==> src/rtl/sorted_unique_insert_list_defines.svh <==
// Assertion macros for the sorted unique insert list.
// Used by the top level only; expects clk_i and rst_ni in scope.
`ifndef SORTED_UNIQUE_INSERT_LIST_DEFINES_SVH
`define SORTED_UNIQUE_INSERT_LIST_DEFINES_SVH

// Same-cycle implication, checked while out of reset
`define SUI_ASSERT_NOW(lbl, ante, cons, msg) \
  lbl: assert property (@(posedge clk_i) disable iff (!rst_ni) (ante) |-> (cons)) \
    else $error(msg);

// Next-cycle implication, checked while out of reset
`define SUI_ASSERT_NEXT(lbl, ante, cons, msg) \
  lbl: assert property (@(posedge clk_i) disable iff (!rst_ni) (ante) |=> (cons)) \
    else $error(msg);

`endif

==> src/rtl/sui_pkg.sv <==
// Shared sizes, types and helpers for the sorted unique insert list.
// No dependencies; used by sui_store and sorted_unique_insert_list.
package sui_pkg;

  localparam int MAX_ENTRIES = 16;
  localparam int LINE_BITS   = 20;
  localparam int FIELD_W     = 5;
  localparam int CNT_W       = $clog2(MAX_ENTRIES + 1);
  localparam int IDX_W       = (MAX_ENTRIES > 1) ? $clog2(MAX_ENTRIES) : 1;

  typedef logic [LINE_BITS-1:0]     line_t;
  typedef logic [CNT_W-1:0]         cnt_t;
  typedef logic [IDX_W-1:0]         idx_t;
  typedef logic [FIELD_W-1:0]       field_t;
  typedef logic [CNT_W+FIELD_W-1:0] wide_t;

  // One port request to the entry store
  typedef struct packed {
    logic  rd_en;
    idx_t  rd_addr;
    logic  wr_en;
    idx_t  wr_addr;
    line_t wr_data;
  } mem_req_t;

  // Compare of the last read entry against the key
  typedef struct packed {
    logic eq;
    logic gt;
  } cmp_t;

  localparam cnt_t CNT_MAX = cnt_t'(MAX_ENTRIES);

  // Fit a count or position into the 5-bit result field
  function automatic field_t fit_field(input cnt_t v);
    wide_t w;
    w = wide_t'(v);
    return w[FIELD_W-1:0];
  endfunction

endpackage

==> src/rtl/sorted_unique_insert_list.sv <==
// Sorted unique insert list: ascending list of distinct line numbers, one result per word.
// Steps per word: accept, scan, then shift and write when inserting, and finish; one
// entry read and compared per scan cycle, one entry moved per shift cycle. Next word taken in the
// cycle after the result loads; a stalled result holds it.
// Reset (async, active low) clears the count, sequencer and output valid; the entry store
// has no reset and no clearing pass, entries at or above the count are never used.
`include "sorted_unique_insert_list_defines.svh"
module sorted_unique_insert_list (
  input  logic            clk_i,
  input  logic            rst_ni,
  input  logic            in_valid_i,
  output logic            in_stall_o,
  input  sui_pkg::line_t  line_number_i,
  output logic            out_valid_o,
  input  logic            out_stall_i,
  output logic            already_present_o,
  output logic            was_inserted_o,
  output logic            list_full_o,
  output sui_pkg::field_t slot_index_o,
  output sui_pkg::field_t entry_count_o
);
  import sui_pkg::*;

  typedef enum logic [2:0] {
    S_IDLE,
    S_SCAN,
    S_SHIFT,
    S_WRITE,
    S_FINISH
  } state_e;

  state_e   state_q;
  line_t    num_q;
  cnt_t     pos_q;
  cnt_t     cnt_q;
  idx_t     sh_q;
  logic     found_q, full_q, ins_q;
  logic     out_valid_q;
  logic     already_q, inserted_q, lfull_q;
  field_t   slot_q, count_q;

  mem_req_t mem_req;
  line_t    rd_data;
  cmp_t     cmp;
  cnt_t     pos_inc;
  idx_t     sh_prev;
  logic     in_acc;
  logic     out_free;

  assign in_stall_o = (state_q != S_IDLE);
  assign in_acc     = in_valid_i && !in_stall_o;
  assign out_free   = !out_valid_q || !out_stall_i;
  assign pos_inc    = cnt_t'(pos_q + cnt_t'(1));
  assign sh_prev    = idx_t'(sh_q - idx_t'(1));

  sui_store u_store (
    .clk_i     (clk_i),
    .req_i     (mem_req),
    .key_i     (num_q),
    .rd_data_o (rd_data),
    .cmp_o     (cmp)
  );

  // Store port control per sequencer step
  always_comb begin
    mem_req = '0;
    unique case (state_q)
      S_IDLE: begin
        // first entry read on accept
        mem_req.rd_en   = in_acc;
        mem_req.rd_addr = '0;
      end
      S_SCAN: begin
        if (!cmp.eq && !cmp.gt && (pos_inc != cnt_q)) begin
          mem_req.rd_en   = 1'b1;
          mem_req.rd_addr = idx_t'(pos_inc);
        end else if (!cmp.eq && cmp.gt && (cnt_q != CNT_MAX)) begin
          // top entry starts the shift
          mem_req.rd_en   = 1'b1;
          mem_req.rd_addr = idx_t'(cnt_q - cnt_t'(1));
        end
      end
      S_SHIFT: begin
        mem_req.wr_en   = 1'b1;
        mem_req.wr_addr = sh_q;
        mem_req.wr_data = rd_data;
        if (cnt_t'(sh_prev) != pos_q) begin
          mem_req.rd_en   = 1'b1;
          mem_req.rd_addr = idx_t'(sh_prev - idx_t'(1));
        end
      end
      S_WRITE: begin
        mem_req.wr_en   = 1'b1;
        mem_req.wr_addr = idx_t'(pos_q);
        mem_req.wr_data = num_q;
      end
      S_FINISH: begin
        mem_req = '0;
      end
      default: begin
        mem_req = '0;
      end
    endcase
  end

  // Sequencer, count and output register
  always_ff @(posedge clk_i or negedge rst_ni) begin
    if (!rst_ni) begin
      state_q     <= S_IDLE;
      num_q       <= '0;
      pos_q       <= '0;
      cnt_q       <= '0;
      sh_q        <= '0;
      found_q     <= 1'b0;
      full_q      <= 1'b0;
      ins_q       <= 1'b0;
      out_valid_q <= 1'b0;
      already_q   <= 1'b0;
      inserted_q  <= 1'b0;
      lfull_q     <= 1'b0;
      slot_q      <= '0;
      count_q     <= '0;
    end else begin
      // taken result drops valid unless the finish step reloads it
      if (out_valid_q && !out_stall_i && (state_q != S_FINISH)) begin
        out_valid_q <= 1'b0;
      end
      unique case (state_q)
        S_IDLE: begin
          if (in_acc) begin
            num_q   <= line_number_i;
            pos_q   <= '0;
            found_q <= 1'b0;
            full_q  <= 1'b0;
            ins_q   <= 1'b0;
            state_q <= (cnt_q == '0) ? S_WRITE : S_SCAN;
          end
        end
        S_SCAN: begin
          priority if (cmp.eq) begin
            found_q <= 1'b1;
            state_q <= S_FINISH;
          end else if (cmp.gt) begin
            if (cnt_q == CNT_MAX) begin
              full_q  <= 1'b1;
              state_q <= S_FINISH;
            end else begin
              sh_q    <= idx_t'(cnt_q);
              state_q <= S_SHIFT;
            end
          end else begin
            pos_q <= pos_inc;
            if (pos_inc == cnt_q) begin
              // larger than every entry: append or drop
              if (cnt_q == CNT_MAX) begin
                full_q  <= 1'b1;
                state_q <= S_FINISH;
              end else begin
                state_q <= S_WRITE;
              end
            end
          end
        end
        S_SHIFT: begin
          if (cnt_t'(sh_prev) == pos_q) begin
            state_q <= S_WRITE;
          end else begin
            sh_q <= sh_prev;
          end
        end
        S_WRITE: begin
          cnt_q   <= cnt_t'(cnt_q + cnt_t'(1));
          ins_q   <= 1'b1;
          state_q <= S_FINISH;
        end
        S_FINISH: begin
          if (out_free) begin
            out_valid_q <= 1'b1;
            already_q   <= found_q;
            inserted_q  <= ins_q;
            lfull_q     <= full_q;
            slot_q      <= fit_field(pos_q);
            count_q     <= fit_field(cnt_q);
            state_q     <= S_IDLE;
          end
        end
        default: begin
          state_q <= S_IDLE;
        end
      endcase
    end
  end

  assign out_valid_o       = out_valid_q;
  assign already_present_o = already_q;
  assign was_inserted_o    = inserted_q;
  assign list_full_o       = lfull_q;
  assign slot_index_o      = slot_q;
  assign entry_count_o     = count_q;

  // Checks
  `SUI_ASSERT_NEXT(a_busy_after_accept, in_acc, in_stall_o, "accepted word did not start work")
  `SUI_ASSERT_NEXT(a_write_bumps_count, state_q == S_WRITE,
                   cnt_q == cnt_t'($past(cnt_q) + cnt_t'(1)), "insert did not bump count")
  `SUI_ASSERT_NOW(a_full_count, out_valid_o && list_full_o,
                  entry_count_o == fit_field(CNT_MAX), "dropped word with list not full")
  `SUI_ASSERT_NOW(a_count_bound, state_q == S_IDLE, cnt_q <= CNT_MAX, "count past capacity")

endmodule

==> src/rtl/sui_store.sv <==
// Entry store with one registered read port, one write port and the compare unit.
// Depends on sui_pkg.
module sui_store (
  input  logic               clk_i,
  input  sui_pkg::mem_req_t  req_i,
  input  sui_pkg::line_t     key_i,
  output sui_pkg::line_t     rd_data_o,
  output sui_pkg::cmp_t      cmp_o
);
  import sui_pkg::*;

  line_t mem [MAX_ENTRIES];
  line_t rd_data_q;

  // Write port
  always_ff @(posedge clk_i) begin
    if (req_i.wr_en) begin
      mem[req_i.wr_addr] <= req_i.wr_data;
    end
  end

  // Read port, data registered
  always_ff @(posedge clk_i) begin
    if (req_i.rd_en) begin
      rd_data_q <= mem[req_i.rd_addr];
    end
  end

  // Shared comparator on the read word
  assign cmp_o.eq  = (rd_data_q == key_i);
  assign cmp_o.gt  = (rd_data_q > key_i);
  assign rd_data_o = rd_data_q;

endmodule
==> config.mk <==
export PLATFORM = sky130hd
export DESIGN_NAME = sorted_unique_insert_list
export DESIGN_NICKNAME = d
export VERILOG_FILES = /design/src/rtl/sui_pkg.sv /design/src/rtl/sorted_unique_insert_list.sv /design/src/rtl/sui_store.sv
export VERILOG_INCLUDE_DIRS = /design/src /design/src/rtl
export SDC_FILE = /design/constraint.sdc
export NUM_CORES = 1
export LEC_CHECK = 0
export BUFFER_PORTS_ARGS = -buffer_cell sky130_fd_sc_hd__buf_2
export CAP_MARGIN = 5
export CORE_UTILIZATION = 40
export CTS_CLUSTER_SIZE = 24
export DETAILED_ROUTE_END_ITERATION = 10
export GPL_ROUTABILITY_DRIVEN = 1
export GPL_TIMING_DRIVEN = 0
export HOLD_SLACK_MARGIN = 0.1
export PLACE_DENSITY = 0.54
export SYNTH_ARGS = -nofsm -noshare
export SYNTH_HDL_FRONTEND = slang
export SYNTH_SLANG_ARGS = --single-unit
==> constraint.sdc <==
create_clock -name clk_i -period 3.8 [get_ports clk_i]
set_input_delay 0 -clock clk_i [delete_from_list [all_inputs] [get_ports clk_i]]
set_output_delay 0 -clock clk_i [all_outputs]
set_load 0.01 [all_outputs]
# [After elaboration in Yosys (flattened, before gate mapping)]
# Memory sizes are Yosys's and may differ from the RTL's. A register that Yosys moved wholly into a read port is not among the register bits.
# Cells that the tools add are included.
[word_totals] input_bits=24 ramBits=320 mem_count=1 regBits=54
[memory_table] memory="u_store.mem" depth=16 width=20 rd=1 rd_ports_with_merged_regs=1 wr=1 line="sui_store.sv:12" source="line_t mem [MAX_ENTRIES];"
[classes] order_cmp=1 addsub=5 n_mux=38 reduce_logical=27 eq_ne=23
[ops] cell="$pmux 25 s2" count=1
[ops] cell="$mux 5" count=6
[ops] cell="$mux 3" count=8
[ops] cell="$eq 20x20->1" count=1
[ops] cell="$gt 20x20->1" count=1
[ops] cell="$ne 2x2->1 const B" count=9
[ops] cell="$mux 4" count=4
[ops] cell="$pmux 3 s5" count=1
[ops] cell="$pmux 5 s3" count=1
[ops] cell="$reduce_and 4->1" count=3
[ops] cell="$sub 4x1->4 const B" count=3
[ops] cell="$mux 1" count=11
[ops] cell="$add 5x1->5 const B" count=2
[ops] cell="$pmux 5 s2" count=1
[ops] cell="$pmux 4 s2" count=1
[ops] cell="$logic_and 1x1->1" count=7
[ops] cell="$eq 3x2->1 const B" count=2
[ops] cell="$ne 3x3->1 const B" count=2
[ops] cell="$pmux 1 s2" count=3
[ops] cell="$reduce_and 2->1" count=3
[ops] cell="$reduce_bool 2->1" count=3
[ops] cell="$eq 4x5->1" count=1
[ops] cell="$eq 5x5->1" count=1
[ops] cell="$eq 5x5->1 const B" count=1
[ops] cell="other kinds (14)" count=18

# [Longest topological paths before layout]
[logic_depth] ltp_word=7 mapped_depth=16 mapped_depth_nobuf=12

# [Hierarchy]
# From an unflattened synthesis, not the netlist that was laid out.
[unflattened] cells_unflattened=890 hier_area_um2=16313.1
[by_module_without_submodules] mod="sui_store" seq_area_each_um2=10209.8 area_each_um2=13211.4 instances=1 cells_each=557
[by_module_without_submodules] mod="sorted_unique_insert_list" seq_area_each_um2=1351.3 area_each_um2=3101.7 instances=1 cells_each=333

# [Worst setup path before layout]
# OpenSTA, ideal clock, no wires.
[synth_path] path_kind="reg-to-reg" startpoint="register num_q[1]" endpoint="register u_store.rd_data_q[10] (netlist: u_store.rd_data_o[10]), read port of u_store.mem (data pin)" path_stages_with_launch=15 arrival_ns=2.938 synth_period_minus_slack_ns=3.198 slack_ns=0.602 cell_sequence="dfrtp_1 > inv_1 > ha_1 > nor2b_1 > o211ai_1 > a21oi_1 > o311a_1 > or3_1 > buf_2 > o221ai_2 > buf_2 > mux2i_1 > a22oi_1 > a32oi_1 > o21ai_1"
[synth_between] elab_chain_cells=7 elab_cells_between_ends=11
[synth_lines] item="from (decl)" line="sorted_unique_insert_list.sv:33" source="line_t num_q;"
[synth_lines] item="from (signal assigned)" line="sorted_unique_insert_list.sv:131" source="num_q <= line_number_i;"
[synth_lines] item="branches (longest 5 deep; another with $gt 20x20->1)"
[synth_lines] item="$mux 5 *" line="sorted_unique_insert_list.sv:74" source="if (!cmp.eq && !cmp.gt && (pos_inc != cnt_q)) begin"
[synth_lines] item="$pmux 5 s3 *" line="sorted_unique_insert_list.sv:67" source="unique case (state_q)"
[synth_lines] item="to (decl)" line="sui_store.sv:13" source="line_t rd_data_q;"
# Mark *: on every way between the ends.
# A chain may end at the register's enable or synchronous reset.

# [Final worst setup path]
[layout_path] startpoint="register num_q[1]" endpoint="register u_store.rd_data_q[9] (netlist: u_store.rd_data_o[9]), read port of u_store.mem (data pin)"
# Same word-level chain as after synthesis.

==> results.sh <==
export IMPL_dpl_hpwl_um=28570
export IMPL_synthFlopType="edfxtp_1"
export IMPL_cp_max_fo=10
export IMPL_finalHoldViolCount=0
export IMPL_die_w_um=205.8
export IMPL_synthToLayoutAreaGrowth_pct=18.67
export IMPL_avgSynthCellArea_um2=12.92
export IMPL_synthAdderAreaFrac=0.02033
export IMPL_netlist_top_cells_area="edfxtp_1, dfrtp_1, nand2_1"
export IMPL_num_antenna_cells=0
export IMPL_yosys_area_top_type="edfxtp_1"
export IMPL_yosysTopAreaCellShare=0.6145
export IMPL_via_per_inst=5.266
export IMPL_clk_pin_slew_ns=0.06
export IMPL_r2r_slack_ns=0.1
export IMPL_rsz0062_at_grt="true"
export IMPL_min_period_ns=3.704
export IMPL_cts_buffer_depth=3
export IMPL_endpoint_kind="register"
export IMPL_yosysWarnings=0
export IMPL_finalCritPeriodShare=0.9746
export IMPL_critPathSlowestCell="o311a_1"
export IMPL_grt_pass1_vias=10520
export IMPL_syn_inst=1286
export IMPL_final_nets=1469
export IMPL_synth_mux_area_frac=0.04526
export IMPL_numPortBuffers=38
export IMPL_grt_total_usage=0.1997
export IMPL_drt_total_wl_um=40960
export IMPL_drt_pass1_iterations=5
export IMPL_die_h_um=205.8
export IMPL_synth_top_family_by_area="compound AO/OA/AOI/OAI gates"
export IMPL_place_inst=1872
export IMPL_fillers=3610
export IMPL_final_max_slew_viol_count=0
export IMPL_max_freq_mhz=270.0
export IMPL_start_util=0.4060
export IMPL_mostFrequentLayoutCell="edfxtp_1"
export IMPL_drv_cap=0
export IMPL_root_buffer="clkbuf_16"
export IMPL_synth_edf_count=340
export IMPL_cts_buffers=41
export IMPL_synth_simple_area_share=0.09940
export IMPL_fp_dieArea_um2=42360
export IMPL_synth_async_reset_ratio=0.1371
export IMPL_drcViolationCount=0
export IMPL_num_io_pins=39
export IMPL_synth_cell_area_um2=16620
export IMPL_powerDensity_nw_per_um2=428.7
export IMPL_critPathLaunchType="register"
export IMPL_clkLatencyLatePin_ns=0.57
export IMPL_post_route_util=0.4818
export IMPL_grt_first_pass_wirelength_um=62860
export IMPL_critPathMaxStageDelay_ns=0.41
export IMPL_grt_ovfl_total=0
export IMPL_synth_xor_area_frac=0.01137
export IMPL_antenna_found_initial=0
export IMPL_crit_top_cell="buf_2"
export IMPL_drive_gt1_frac=0.1690
export IMPL_gp_congestion=0.8637
export IMPL_relSlewSlack=0.1448
export IMPL_setup_viol=0
export IMPL_post_drt_wl_per_cell_um=20.67
export IMPL_synth_cell_types=54
export IMPL_htreeDepth=2
export IMPL_crit_type="register to register"
export IMPL_synth_compound_area_share=0.1001
export IMPL_synth_seq_cells=394
export IMPL_vias=10440
export IMPL_first_iter_violations=725
export IMPL_critical_path_cell_chain="inv_1 > ha_1 > nor2b_1 > o211ai_1 > a21oi_1 > o311a_1 > or3_1 > buf_2 > o221a_2 > buf_6 > and2_1 > buf_2 > a32oi_2 > o21ai_1"
export IMPL_clock_skew_ns=0.009329
export IMPL_cellLeakagePower_uw=0.007529
export IMPL_tns_ns=0
export IMPL_synth_fp_nets=1337
export IMPL_layout_common_cells="edfxtp_1, nand2_1, nor2_1"
export IMPL_crit_required_ns=4.09
export IMPL_fin_cells=1982
export IMPL_worst_pin_slew_ns=1.278
export IMPL_rows=74
export IMPL_run_status="complete, no violations"
export IMPL_regToRegEndpoint="u_store.rd_data_o[9]"
export IMPL_reg2reg_depth=14
export IMPL_hold_class="primary input to async pin"
export IMPL_ir_worst_vdd_mv=0.2636
export IMPL_ys_seq_area_frac=0.6958
export IMPL_cts_sinks=394
export IMPL_grt_max_degree=55
export IMPL_r2r_start="num_q[1]"
export IMPL_core_area_um2=40920
export IMPL_drtAntennaViolNets=0
export IMPL_tritoncts="yes"
export IMPL_worstPathArrival_ns=4.00
## sequential cells by signal, summed over array words and instances, names as in the netlist
name	flops
sh_q	4
cnt_q	5
full_q	1
u_store.rd_data_o	20
slot_index_o	5
already_present_o	1
u_store.mem	320
out_valid_o	1
num_q	20
list_full_o	1
entry_count_o	5
pos_q	5
was_inserted_o	1
found_q	1
ins_q	1
state_q	3
## area by class of cell
class	count	area, µm²	area share
sequential	394	11560	0.5863
tap	532	665.6	0.03376
timing repair buffer	91	798.3	0.04048
clock inverter	24	141.4	0.007171
inverter	30	112.6	0.005711
clock buffer	51	1120	0.05679
multi-input combinational	786	4901	0.2486
buffer	74	417.9	0.02119
## timing repair
| action | in CTS | in global routing |
|---|---|---|
| gates resized for setup | 30 | 78 |
| pin swaps | 3 | 12 |
| endpoints found under the hold margin | 79 | 0 |
| setup endpoints to repair | 40 | 20 |
| hold buffers | 25 | 0 |
| setup buffers | 1 | 7 |
## Yosys cell counts, types with 4 or more instances
master and number:
a21oi_1 75, a22oi_1 19, a31oi_1 23, a32o_1 21, a32oi_1 19, and2_1 5, and3_1 4, buf_1 7
buf_2 27, buf_6 4, clkbuf_1 38, dfrtp_1 54, edfxtp_1 340, ha_1 27, inv_1 30, mux2_2 9
mux2i_1 65, nand2_1 233, nand2b_1 5, nand3_1 13, nand4_1 6, nor2_1 113, nor3_1 10, o21ai_0 55
o21ai_1 20, o31ai_1 6, xnor2_1 16
## per-stage QoR
step | cell area, µm² | hold slack, ns | total power [µW] | setup slack [ns]
5_1_grt | 19720 | 0.1101 | 8718 | -0.02007
3_5_place_dp | 17760 | 0.2019 | 4755 | -0.6890
4_1_cts | 19390 | 0.1689 | 8542 | -0.02315
2_1_floorplan | 16620 | -0.2956 | 4727 | 0.6015
6_report | 19720 | 0.03579 | 8454 | 0.09633
3_3_place_gp | 17470 | 0.2179 | 4755 | -0.6414
## kinds of logic (layout without fill, tap and decap cells)
kind of cell | after synthesis | in the layout
DFF | 394 | 394
AOI/OAI and AO/OA | 260 | 260
adders and majority gates | 27 | 27
xor gates and xnor gates | 20 | 20
and+or+nand+nor | 405 | 405
muxes | 74 | 74
buffers and inverters | 106 | 270
## per-layer routing
metal,routed length (µm),global-route usage,part of all wire,vias up
met1,18250,0.2607,0.45,5132
li1,-,-,-,4990
met2,19730,0.3351,0.48,247
met5,0,0,0,-
met3,1876,0.03342,0.046,68
met4,1101,0.07012,0.027,0
## power breakdown
part	internal (µW)	total, µW	switching, µW	leakage [µW]
logic	24.4	45.7	21.3	0.00262
registers	4640	4640	0.0000000000000364	0.00429
clock network	2100	3770	1670	0.000618
total	6770	8450	1690	0.00753
## worst max-delay path by stage
stage | start | endpoint | slack [ns]
floorplan | num_q[1] | u_store.rd_data_o[10] | 0.60
global placement | u_store.rd_data_o[19] | u_store.rd_data_o[13] | -0.64
detailed placement | u_store.rd_data_o[19] | u_store.rd_data_o[10] | -0.69
CTS | u_store.rd_data_o[18] | u_store.rd_data_o[15] | -0.02
global route | u_store.rd_data_o[1] | u_store.rd_data_o[8] | -0.02
finish | num_q[1] | u_store.rd_data_o[9] | 0.1
## critical path, delay by kind of cell, from the launching register on
family          cells  cell delay (ns)
flops               1             0.35
buf+inv             4             0.66
simple gates        3             0.69
compound gates      6             1.43
fa+ha+maj           1             0.30
Note: power is estimated with default switching activity, not from simulation.
